[src/rtl/core/arp_pkg.sv]
package arp_pkg;

    localparam int ENTRIES_DEFAULT = 16;

    localparam logic [10:0] MIN_ARP_LEN = 11'd28;
    localparam logic [15:0] HW_ETHERNET = 16'h0001;
    localparam logic [15:0] PROTO_IPV4  = 16'h0800;
    localparam logic [7:0]  HW_LEN      = 8'd6;
    localparam logic [7:0]  PROTO_LEN   = 8'd4;
    localparam logic [15:0] OP_REQUEST  = 16'h0001;

    localparam logic REQ_PACKET = 1'b0;
    localparam logic REQ_LOOKUP = 1'b1;

    // Register index as decoded from paddr[3].
    localparam logic REG_LOCAL_IP  = 1'b0;
    localparam logic REG_LOCAL_MAC = 1'b1;

    localparam int APB_ADDR_W = 4;
    localparam int APB_DATA_W = 64;

    localparam int IP_W  = 32;
    localparam int MAC_W = 48;
    localparam int ENTRY_W = IP_W + MAC_W;

    // Input item fields, first field in the highest bits.
    typedef struct packed {
        logic [31:0] lookup_ip;
        logic [31:0] tpa;
        logic [31:0] spa;
        logic [47:0] sha;
        logic [15:0] opcode;
        logic [7:0]  psize;
        logic [7:0]  hw_size;
        logic [15:0] ptype;
        logic [15:0] hw_type;
        logic [10:0] payload_len;
    } in_item_t;

    typedef struct packed {
        logic [31:0] reply_dest_ip;
        logic [47:0] reply_dest_mac;
        logic        send_reply;
        logic [47:0] found_mac;
        logic        lookup_hit;
        logic        packet_accepted;
    } out_item_t;

    localparam int IN_ITEM_W  = $bits(in_item_t);
    localparam int OUT_ITEM_W = $bits(out_item_t);
    localparam int S_TDATA_W  = ((IN_ITEM_W + 7) / 8) * 8;
    localparam int M_TDATA_W  = ((OUT_ITEM_W + 7) / 8) * 8;

    typedef enum logic [2:0] {
        ST_IDLE = 3'b001,
        ST_SCAN = 3'b010,
        ST_DONE = 3'b100
    } state_t;

endpackage

[src/rtl/core/arp_cache_and_reply_engine.sv]
// ARP binding cache and reply detector.
// Items enter on the s_ stream: s_tuser selects a received ARP packet (0)
// or a lookup (1), s_tdata carries the packet fields and the lookup address.
// Every item yields exactly one result on the m_ stream.
// Local IP and MAC are written through the APB port at byte addresses 0 and 8.
// One item is handled at a time. A packet that fails the length or format
// checks skips the scan and gets an all-zero result. Any other item
// scans the binding memory one entry per cycle through its single read port,
// stopping at the first valid match; a packet's binding is written back on
// the final scan cycle.
// The result sits in an output register; s_tready rises again as soon as the
// result is loaded, so the next item may enter while it waits to be taken.
// If m_tready stays low, a second finished result waits inside the block
// and no further item is taken until the output register frees.
// Reset clears the valid marks, the replacement cursor and both registers at
// once; there is no clearing pass, and the block is ready the cycle after.
module arp_cache_and_reply_engine #(
    parameter int ENTRIES = arp_pkg::ENTRIES_DEFAULT
) (
    input  logic                            aclk,
    input  logic                            aresetn,
    // s_tdata, lowest bit up: payload_len, hw_type, ptype, hw_size,
    // psize, opcode, sha, spa, tpa, lookup_ip
    input  logic                            s_tvalid,
    output logic                            s_tready,
    input  logic [arp_pkg::S_TDATA_W-1:0]   s_tdata,
    // s_tuser: req_type
    input  logic                            s_tuser,
    // m_tdata, lowest bit up: packet_accepted, lookup_hit, found_mac,
    // send_reply, reply_dest_mac, reply_dest_ip
    output logic                            m_tvalid,
    input  logic                            m_tready,
    output logic [arp_pkg::M_TDATA_W-1:0]   m_tdata,
    input  logic                            psel,
    input  logic                            penable,
    input  logic                            pwrite,
    input  logic [arp_pkg::APB_ADDR_W-1:0]  paddr,
    input  logic [arp_pkg::APB_DATA_W-1:0]  pwdata,
    output logic [arp_pkg::APB_DATA_W-1:0]  prdata,
    output logic                            pready
);

    localparam int IDX_W = (ENTRIES > 1) ? $clog2(ENTRIES) : 1;
    localparam int CNT_W = IDX_W + 1;
    localparam logic [IDX_W-1:0] LAST_IDX = IDX_W'(ENTRIES - 1);
    localparam logic [CNT_W-1:0] CNT_END  = CNT_W'(ENTRIES);

    // Configuration registers.
    logic [31:0] local_ip_reg;
    logic [47:0] local_mac_reg;
    logic        cfg_wr;

    assign pready = 1'b1;
    assign cfg_wr = psel & penable & pwrite & pready;

    always_ff @(posedge aclk) begin
        if (!aresetn) begin
            local_ip_reg  <= '0;
            local_mac_reg <= '0;
        end else if (cfg_wr) begin
            unique case (paddr[3])
                arp_pkg::REG_LOCAL_IP:  local_ip_reg  <= pwdata[31:0];
                arp_pkg::REG_LOCAL_MAC: local_mac_reg <= pwdata[47:0];
                default: ;
            endcase
        end
    end

    always_comb begin
        unique case (paddr[3])
            arp_pkg::REG_LOCAL_IP:  prdata = {32'd0, local_ip_reg};
            arp_pkg::REG_LOCAL_MAC: prdata = {16'd0, local_mac_reg};
            default:                prdata = '0;
        endcase
    end

    // Item handling.
    arp_pkg::in_item_t  in_item;
    arp_pkg::out_item_t res_next, res_reg;
    arp_pkg::out_item_t out_next, out_reg;
    arp_pkg::state_t    state_reg, state_next;

    logic                 out_valid_reg, out_valid_next;
    logic                 lookup_reg, lookup_next;
    logic                 reply_reg, reply_next;
    logic [31:0]          key_reg, key_next;
    logic [47:0]          smac_reg, smac_next;
    logic [CNT_W-1:0]     rd_cnt_reg, rd_cnt_next;
    logic [IDX_W-1:0]     chk_idx_reg, chk_idx_next;
    logic                 chk_vld_reg, chk_vld_next;
    logic                 free_found_reg, free_found_next;
    logic [IDX_W-1:0]     free_idx_reg, free_idx_next;
    logic [IDX_W-1:0]     cursor_reg, cursor_next;
    logic [ENTRIES-1:0]   valid_reg, valid_next;

    logic                 in_accept;
    logic                 pkt_ok;
    logic                 hit;
    logic                 scan_end;
    logic [IDX_W-1:0]     slot;
    logic                 ram_we;
    logic [IDX_W-1:0]     ram_waddr;
    logic [IDX_W-1:0]     ram_raddr;
    logic [arp_pkg::ENTRY_W-1:0] ram_wdata;
    logic [arp_pkg::ENTRY_W-1:0] ram_rdata;
    logic [31:0]          rd_ip;
    logic [47:0]          rd_mac;

    assign in_item   = arp_pkg::in_item_t'(s_tdata[arp_pkg::IN_ITEM_W-1:0]);
    assign s_tready  = (state_reg == arp_pkg::ST_IDLE);
    assign in_accept = s_tvalid & s_tready;

    assign pkt_ok = (in_item.payload_len >= arp_pkg::MIN_ARP_LEN)
                  && (in_item.hw_type == arp_pkg::HW_ETHERNET)
                  && (in_item.ptype == arp_pkg::PROTO_IPV4)
                  && (in_item.hw_size == arp_pkg::HW_LEN)
                  && (in_item.psize == arp_pkg::PROTO_LEN);

    assign rd_ip  = ram_rdata[arp_pkg::ENTRY_W-1 -: arp_pkg::IP_W];
    assign rd_mac = ram_rdata[arp_pkg::MAC_W-1:0];

    // Invalid entries are never compared: their contents are undefined.
    assign hit      = chk_vld_reg && valid_reg[chk_idx_reg] && (rd_ip == key_reg);
    assign scan_end = chk_vld_reg && (chk_idx_reg == LAST_IDX);
    assign slot     = free_found_reg ? free_idx_reg : cursor_reg;

    assign ram_raddr = rd_cnt_reg[IDX_W-1:0];
    assign ram_wdata = {key_reg, smac_reg};

    always_comb begin
        state_next      = state_reg;
        out_valid_next  = out_valid_reg;
        out_next        = out_reg;
        res_next        = res_reg;
        lookup_next     = lookup_reg;
        reply_next      = reply_reg;
        key_next        = key_reg;
        smac_next       = smac_reg;
        rd_cnt_next     = rd_cnt_reg;
        chk_idx_next    = chk_idx_reg;
        chk_vld_next    = 1'b0;
        free_found_next = free_found_reg;
        free_idx_next   = free_idx_reg;
        cursor_next     = cursor_reg;
        valid_next      = valid_reg;
        ram_we          = 1'b0;
        ram_waddr       = slot;

        if (m_tready) begin
            out_valid_next = 1'b0;
        end

        unique case (state_reg)
            arp_pkg::ST_IDLE: begin
                if (in_accept) begin
                    lookup_next     = (s_tuser == arp_pkg::REQ_LOOKUP);
                    key_next        = (s_tuser == arp_pkg::REQ_LOOKUP) ?
                                      in_item.lookup_ip : in_item.spa;
                    smac_next       = in_item.sha;
                    reply_next      = (in_item.opcode == arp_pkg::OP_REQUEST)
                                    && (local_ip_reg != 32'd0)
                                    && (in_item.tpa == local_ip_reg);
                    rd_cnt_next     = '0;
                    free_found_next = 1'b0;
                    res_next        = '0;
                    if ((s_tuser == arp_pkg::REQ_LOOKUP) || pkt_ok) begin
                        state_next = arp_pkg::ST_SCAN;
                    end else begin
                        state_next = arp_pkg::ST_DONE;
                    end
                end
            end
            arp_pkg::ST_SCAN: begin
                // Issue one read per cycle; each compare runs in the cycle after its read.
                if (rd_cnt_reg < CNT_END) begin
                    chk_vld_next = 1'b1;
                    chk_idx_next = rd_cnt_reg[IDX_W-1:0];
                    rd_cnt_next  = rd_cnt_reg + CNT_W'(1);
                end
                if (chk_vld_reg && !valid_reg[chk_idx_reg] && !free_found_reg) begin
                    free_found_next = 1'b1;
                    free_idx_next   = chk_idx_reg;
                end
                if (hit || scan_end) begin
                    state_next   = arp_pkg::ST_DONE;
                    chk_vld_next = 1'b0;
                    if (lookup_reg) begin
                        res_next.lookup_hit = hit;
                        res_next.found_mac  = hit ? rd_mac : 48'd0;
                    end else begin
                        res_next.packet_accepted = 1'b1;
                        res_next.send_reply      = reply_reg;
                        res_next.reply_dest_mac  = reply_reg ? smac_reg : 48'd0;
                        res_next.reply_dest_ip   = reply_reg ? key_reg : 32'd0;
                        ram_we = 1'b1;
                        if (hit) begin
                            ram_waddr = chk_idx_reg;
                        end else begin
                            // The last entry may be the first free one.
                            if (!valid_reg[chk_idx_reg] && !free_found_reg) begin
                                ram_waddr = chk_idx_reg;
                            end else begin
                                ram_waddr = slot;
                                if (!free_found_reg) begin
                                    cursor_next = (cursor_reg == LAST_IDX) ?
                                                  '0 : cursor_reg + IDX_W'(1);
                                end
                            end
                            valid_next[ram_waddr] = 1'b1;
                        end
                    end
                end
            end
            arp_pkg::ST_DONE: begin
                if (!out_valid_reg || m_tready) begin
                    out_next       = res_reg;
                    out_valid_next = 1'b1;
                    state_next     = arp_pkg::ST_IDLE;
                end
            end
            default: begin
                state_next = arp_pkg::ST_IDLE;
            end
        endcase
    end

    always_ff @(posedge aclk) begin
        if (!aresetn) begin
            state_reg      <= arp_pkg::ST_IDLE;
            out_valid_reg  <= 1'b0;
            chk_vld_reg    <= 1'b0;
            cursor_reg     <= '0;
            valid_reg      <= '0;
            free_found_reg <= 1'b0;
            rd_cnt_reg     <= '0;
        end else begin
            state_reg      <= state_next;
            out_valid_reg  <= out_valid_next;
            chk_vld_reg    <= chk_vld_next;
            cursor_reg     <= cursor_next;
            valid_reg      <= valid_next;
            free_found_reg <= free_found_next;
            rd_cnt_reg     <= rd_cnt_next;
        end
    end

    always_ff @(posedge aclk) begin
        out_reg      <= out_next;
        res_reg      <= res_next;
        lookup_reg   <= lookup_next;
        reply_reg    <= reply_next;
        key_reg      <= key_next;
        smac_reg     <= smac_next;
        chk_idx_reg  <= chk_idx_next;
        free_idx_reg <= free_idx_next;
    end

    arp_ram #(
        .WIDTH (arp_pkg::ENTRY_W),
        .DEPTH (ENTRIES)
    ) u_entry_ram (
        .aclk  (aclk),
        .we    (ram_we),
        .waddr (ram_waddr),
        .wdata (ram_wdata),
        .raddr (ram_raddr),
        .rdata (ram_rdata)
    );

    assign m_tvalid = out_valid_reg;
    assign m_tdata  = arp_pkg::M_TDATA_W'(out_reg);

endmodule

[src/rtl/core/arp_ram.sv]
module arp_ram #(
    parameter int WIDTH = 80,
    parameter int DEPTH = 16,
    localparam int ADDR_W = (DEPTH > 1) ? $clog2(DEPTH) : 1
) (
    input  logic              aclk,
    input  logic              we,
    input  logic [ADDR_W-1:0] waddr,
    input  logic [WIDTH-1:0]  wdata,
    input  logic [ADDR_W-1:0] raddr,
    output logic [WIDTH-1:0]  rdata
);

    logic [WIDTH-1:0] mem_array [DEPTH];
    logic [WIDTH-1:0] rdata_reg;

    always_ff @(posedge aclk) begin
        if (we) begin
            mem_array[waddr] <= wdata;
        end
        rdata_reg <= mem_array[raddr];
    end

    assign rdata = rdata_reg;

endmodule

[config.mk]
export PLATFORM = sky130hd
export DESIGN_NAME = arp_cache_and_reply_engine
export DESIGN_NICKNAME = d
export VERILOG_FILES = /design/src/rtl/core/arp_pkg.sv /design/src/rtl/core/arp_cache_and_reply_engine.sv /design/src/rtl/core/arp_ram.sv
export SDC_FILE = /design/constraint.sdc
export NUM_CORES = 2
export LEC_CHECK = 0
export CAP_MARGIN = 20
export CORE_MARGIN = 4
export CORE_UTILIZATION = 57
export DETAILED_ROUTE_END_ITERATION = 16
export DONT_BUFFER_PORTS = 1
export PLACE_DENSITY = 0.75
export SYNTH_ARGS = -nofsm -noshare
export SYNTH_HDL_FRONTEND = slang
export SYNTH_HIERARCHICAL = 1
export SYNTH_SLANG_ARGS = --single-unit
[constraint.sdc]
create_clock -name aclk -period 9.3 [get_ports aclk]
set_input_delay 0.465 -clock aclk [delete_from_list [all_inputs] [get_ports aclk]]
set_output_delay 0.465 -clock aclk [all_outputs]
set_load 0.1 [all_outputs]
# Word-level counts from Yosys, hierarchy flattened
# Memory sizes are Yosys's and may differ from the RTL's. A register that Yosys moved wholly into a read port is not among the register bits.
# Cells that the tools add are included.
dict set report totals {
  register_bits 463
  ram_bits 1280
  input_bits 300
  out_inout_bits 203
  wordCells 146
  memories 1
}
dict set report op_classes {
  n_addsub 2
  order_cmp 5
  n_eq_ne 19
  mux 46
  n_bitwise 11
  reduce_logical 35
}
# name words word_bits read_ports rd_clocked_by_memory_dff wr line_no
set mem_list {}
lappend mem_list {u_entry_ram.mem_array 16 80 1 1 1 arp_ram.sv:14} ;# logic [WIDTH-1:0] mem_array [DEPTH];
# operator n
set ops {}
lappend ops {{$mux 131} 2}
lappend ops {{$pmux 131 s2} 1}
lappend ops {{$pmux 64 s2} 1}
lappend ops {{$mux 48} 2}
lappend ops {{$mux 81} 1}
lappend ops {{$eq 32x32->1} 2}
lappend ops {{$mux 32} 2}
lappend ops {{$mux 49} 1}
lappend ops {{$mux 4} 11}
lappend ops {{$eq 16x1->1 const B} 2}
lappend ops {{$reduce_bool 32->1} 1}
lappend ops {{$eq 16x12->1 const B} 1}
lappend ops {{$eq 8x3->1 const B} 2}
lappend ops {{$or 16x16->16} 1}
lappend ops {{$mux 1} 14}
lappend ops {{$logic_and 1x1->1} 13}
lappend ops {{$mux 3} 4}
lappend ops {{$ne 2x2->1 const B} 6}
lappend ops {{$reduce_and 2->1} 6}
lappend ops {{$reduce_and 4->1} 3}
lappend ops {{$ge 11x5->1 const B} 1}
lappend ops {{$lt 4x5->1 const B} 2}
lappend ops {{$mux 5} 2}
lappend ops {{$pmux 5 s2} 1}
lappend ops {{other kinds (21)} 36}

# Logic depth before layout (Yosys ltp)
dict set report logic_depth {
  ltp_word 14
  depth_mapped 11
  depth_no_buf 8
}

# Hierarchy
# Netlist, hierarchy kept.
# mod instances cells_each area_per_inst_um2
set modules_own_cells {}
lappend modules_own_cells {arp_ram 1 2054 49422.4}
lappend modules_own_cells {arp_cache_and_reply_engine 1 1350 18188.7}

# Worst setup path after synthesis
# No wires, ideal clock.
dict set report synth_path {
  kind {register -> register}
  from {reg key_reg[25]}
  to {mem u_entry_ram.mem_array[0][0], enable pin}
  arrival_ns 8.253
  path_slack_ns 0.431
  path_stages_with_launch 9
  cell_sequence {edfxtp_1 > xor2_1 > or4_1 > nor4_1 > o2111ai_1 > nor2_2 > mux2_2 > or3b_2 > nor3_1}
}
dict set report synth_via {
  word_cells_on_any_way 11
  cone_classes {eq/ne (1); mux (8); reduce/logical (2)}
}
# element line_no
set synth_rtl {}
lappend synth_rtl {{from (decl)} arp_cache_and_reply_engine.sv:86} ;# logic [31:0] key_reg, key_next;
lappend synth_rtl {{from (signal assigned)} arp_cache_and_reply_engine.sv:252} ;# key_reg <= key_next;
lappend synth_rtl {{$eq 32x32->1 *} arp_cache_and_reply_engine.sv:123} ;# assign hit = chk_vld_reg && valid_reg[chk_idx_reg] && (rd_ip == key_reg);
lappend synth_rtl {{$logic_and 1x1->1 *} arp_cache_and_reply_engine.sv:123}
lappend synth_rtl {{$mux 4} arp_cache_and_reply_engine.sv:196} ;# if (hit) begin
lappend synth_rtl {{$mux 4} arp_cache_and_reply_engine.sv:187} ;# if (lookup_reg) begin
lappend synth_rtl {{$mux 4 *} arp_cache_and_reply_engine.sv:184} ;# if (hit || scan_end) begin
lappend synth_rtl {{$mux 4 *} arp_cache_and_reply_engine.sv:153} ;# unique case (state_reg)
lappend synth_rtl {{via ram_waddr[2]} arp_cache_and_reply_engine.sv:102} ;# logic [IDX_W-1:0] ram_waddr;
lappend synth_rtl {{to (decl)} arp_ram.sv:14}
# The timed path passes the listed nets; every way through them passes the cells marked *.

# Final worst setup path
dict set report layout_path {
  from {reg key_reg[24]}
  to {mem u_entry_ram.mem_array[9][62], enable pin}
}
# Same word-level chain as after synthesis.

==> results.yml <==
detailed_routing:
  drtAntennaViolNets: 0
  vias: 33522
  firstDrtPassIters: 6
  post_drt_via_cell_ratio: 6.30
  drc: 0
  wl_per_cell_um: 30.3
  wl_mm: 161
  drtIter0Drc: 3759
die:
  ioPinCount: 503
  die_x_um: 352
  row_count: 126
  initial_core_util: 0.573
  dieHeight_um: 352
  core-area_um2: 118000
  die_area_um2: 124000
setup_path:
  cp-endpoint: "u_entry_ram/mem_array[9][62]"
  path_common_cell: "buf_4"
  critPathCaptureType: "flip-flop"
  cpMaxStageDelayCell: "nor4_1"
  required_ns: 9.70
  worstPathCellList: "xnor2_1 -> nand2_1 -> nor4_1 -> o2111ai_1 -> nor2_2 -> mux2_2 -> nand3b_1 -> nor2_4 -> buf_4 -> buf_4"
  r2r_setup_slack_ns: 3.32
  crit_buf_inv: 2
  critPathKind: "reg -> reg"
  cp-start-kind: "flip-flop"
  crit_cells: 10
  critPathMaxStageDelay_ns: 0.76
  cp_max_fo: 41
  crit_arrival_ns: 6.38
  critPathLaunch: "key_reg[24]"
  worstReg2RegStart: "key_reg[24]"
  rr_worst_depth: 10
  crit_family: "simple AND/OR/NAND/NOR gates"
  r2r_end: "u_entry_ram/mem_array[9][62]"
global_routing:
  grt_max_degree: 152
  grt_overflow: 0
  antenna_found_initial: 17
  grt_usage: 0.261
  grt_pass1_vias: 34533
  grt_pass1_wl_mm: 238
hold_path:
  hp-class: "in -> reg"
  holdPathStages: 1
clock_network:
  path_clk_slew_ns: 0.06
  clock-sinks: 1823
  cts_max_level: 4
  cts_made_buffers: 175
  ctsResizeCount: 0
  cts_root_buffer: "clkbuf_16"
  cts_tree: "built"
  ctsLongestPathBuffers: 3
  clk_latency_ns: 0.79
  post_cts_buffers: 0
  hold_buffers: 169
place:
  place.gp.congestion: 0.906
  dp_worst_setup_slack_ns: 3.44
  dpl_cell_area_um2: 69300
  dp_hpwl_mm: 85.9
  port-buffer-count: 0
outcome:
  status: "complete, no violations"
pwr:
  p_comb_frac: 0.028
  p_int_mw: 13.5
  leakage_nw: 24.2
  vdd_drop_max_mv: 0.202
  switchingPower_mw: 3.75
  power_density_nw_per_um2: 225
  power_frac_seq: 0.557
  clkPwrFrac: 0.415
  sw_frac_of_total: 0.217
timing:
  final-max-slew-violation-count: 0
  hold_viol: 0
  timing.final.crit_share: 0.643
  tightest_slew_ns: 1.14
  slew_headroom: 0.236
  finalSetupViolCount: 0
  fin_worst_skew_ns: 0.0260
  fin_ws_ns: 3.32
  max_freq_ghz: 0.167
  setup_tns_ns: 0
  period_needed_ns: 5.98
  rsz0062_at_grt: "false"
final_layout:
  area_growth_pct: 13.7
  design_area_um2: 76900
  drive_above_1_share: 0.196
  largest_reg_flops: 1280
  nets: 3933
synth:
  synth.distinct_cells: 62
  yosysSeqAreaShare: 0.781
  ys_ff_latch: 1823
  synthFlopType: "edfxtp_1"
  synth_cells: 3404
  synth_edf_count: 1632
  synth_area_um2: 67600
  netlist.area_leader.share: 0.725
  ys_async_sr_fraction: 0
  synth-warning-count: 6
  yosysTopAreaCell: "edfxtp_1"
  syn_avg_cell_area_um2: 19.9
  ys_top_cells_by_area: "edfxtp_1 72%, mux4_2 11%, dfxtp_1 5.7%"
run:
  cap_violations: 0
-- power groups by stage --
stage	combinational, mW	sequential (mW)	clock [mW]
global route	0.510	9.66	7.65
finish	0.479	9.63	7.17
CTS	0.485	9.63	7.28
global placement	0.407	9.78	0
floorplan	0.308	9.72	0
detailed placement	0.409	9.80	0
-- cell usage after synthesis (29+ instances only) --
cell type	number
nor4_1	29
and2_1	148
mux2_2	68
xnor2_1	40
nor2_1	44
clkbuf_1	97
nand2_1	283
a21oi_1	96
a22oi_1	162
mux4_2	320
dfxtp_1	191
edfxtp_1	1632
buf_4	30
-- metrics by stage --
step / std cells / total power, mW / util / hold slack (ns)
finish: 5319 / 17.3 / 0.652 / 0.0619
global route: 5318 / 17.8 / 0.652 / 0.0177
CTS: 5311 / 17.4 / 0.652 / 0.00164
detailed placement: 4820 / 10.2 / 0.588 / 0.405
global placement: 4820 / 10.2 / 0.588 / 0.401
floorplan: 3424 / 10.0 / - / 0.400
-- worst min-delay path by stage --
stage	startpoint	end	slack, ns
4_1_cts	paddr[3]	local_mac_reg[23]	0.002
6_report	s_tdata[152]	key_reg[29]	0.06
2_1_floorplan	res_reg[0]	m_tdata[0]	0.40
5_1_grt	s_tdata[152]	key_reg[29]	0.02
3_3_place_gp	res_reg[52]	m_tdata[52]	0.40
3_5_place_dp	res_reg[113]	m_tdata[113]	0.40
-- logic make-up after synthesis --
logic type / share of synthesized area
DFF: 0.781
muxes: 0.120
buffers and inverters: 0.0148
AOI/OAI and AO/OA: 0.0307
adders and majority gates: 0.000370
other: 0.000111
xor gates and xnor gates: 0.00868
and+or+nand+nor: 0.0438
-- layer usage --
layer  global-route usage  part of all wire  up-vias
li1                     -                 -    14032
met1                0.345              0.37    17370
met2                0.435              0.50     1834
met3               0.0608             0.096      280
met4               0.0868             0.033        6
met5                    0           0.00023        -
-- worst reg2reg max path, stage by stage, from the launching register on --
cell,delay (ns)
edfxtp_1,0.63
xnor2_1,0.50
nand2_1,0.16
nor4_1,0.76
o2111ai_1,0.46
nor2_2,0.28
mux2_2,0.39
nand3b_1,0.39
nor2_4,0.65
buf_4,0.55
buf_4,0.78
-- cell usage in the layout, fill, tap and decap left out, types with 4 or more instances in the layout --
cell type and count:
dlygate4sd3_1 167, diode_2 7, dfxtp_1 189, buf_12 11, clkinvlp_4 10, xor2_1 27, nor2b_1 9, nor2_1 29
and2_1 147, nor3_2 4, buf_4 43, o21ai_1 9, a21oi_1 95, nor2_4 16, nand4_1 28, nand2_1 283
mux2i_1 13, clkinv_2 21, clkinv_1 21, a22oi_1 162, inv_1 7, o31ai_1 5, nand3_1 11, mux4_2 320
inv_6 5, edfxtp_1 1632, nor4_1 29, bufinv_16 19, xnor2_1 40, clkbuf_1 48, clkbuf_8 11, mux2_2 68
clkbuf_16 178, o21ai_0 14, conb_1 22
-- area by class of cell --
| class | instances | area [µm²] |
|---|---|---|
| flip-flops and latches | 1823 | 52800 |
| fillers | 7474 | 41000 |
| multi-input cells | 1401 | 14100 |
| clock buffers | 238 | 4790 |
| repair buffers | 221 | 2210 |
| well taps | 1536 | 1920 |
| clock inverters | 84 | 1010 |
| inverters | 9 | 36.3 |
| diodes | 7 | 17.5 |
(Power assumes the default switching activity.)
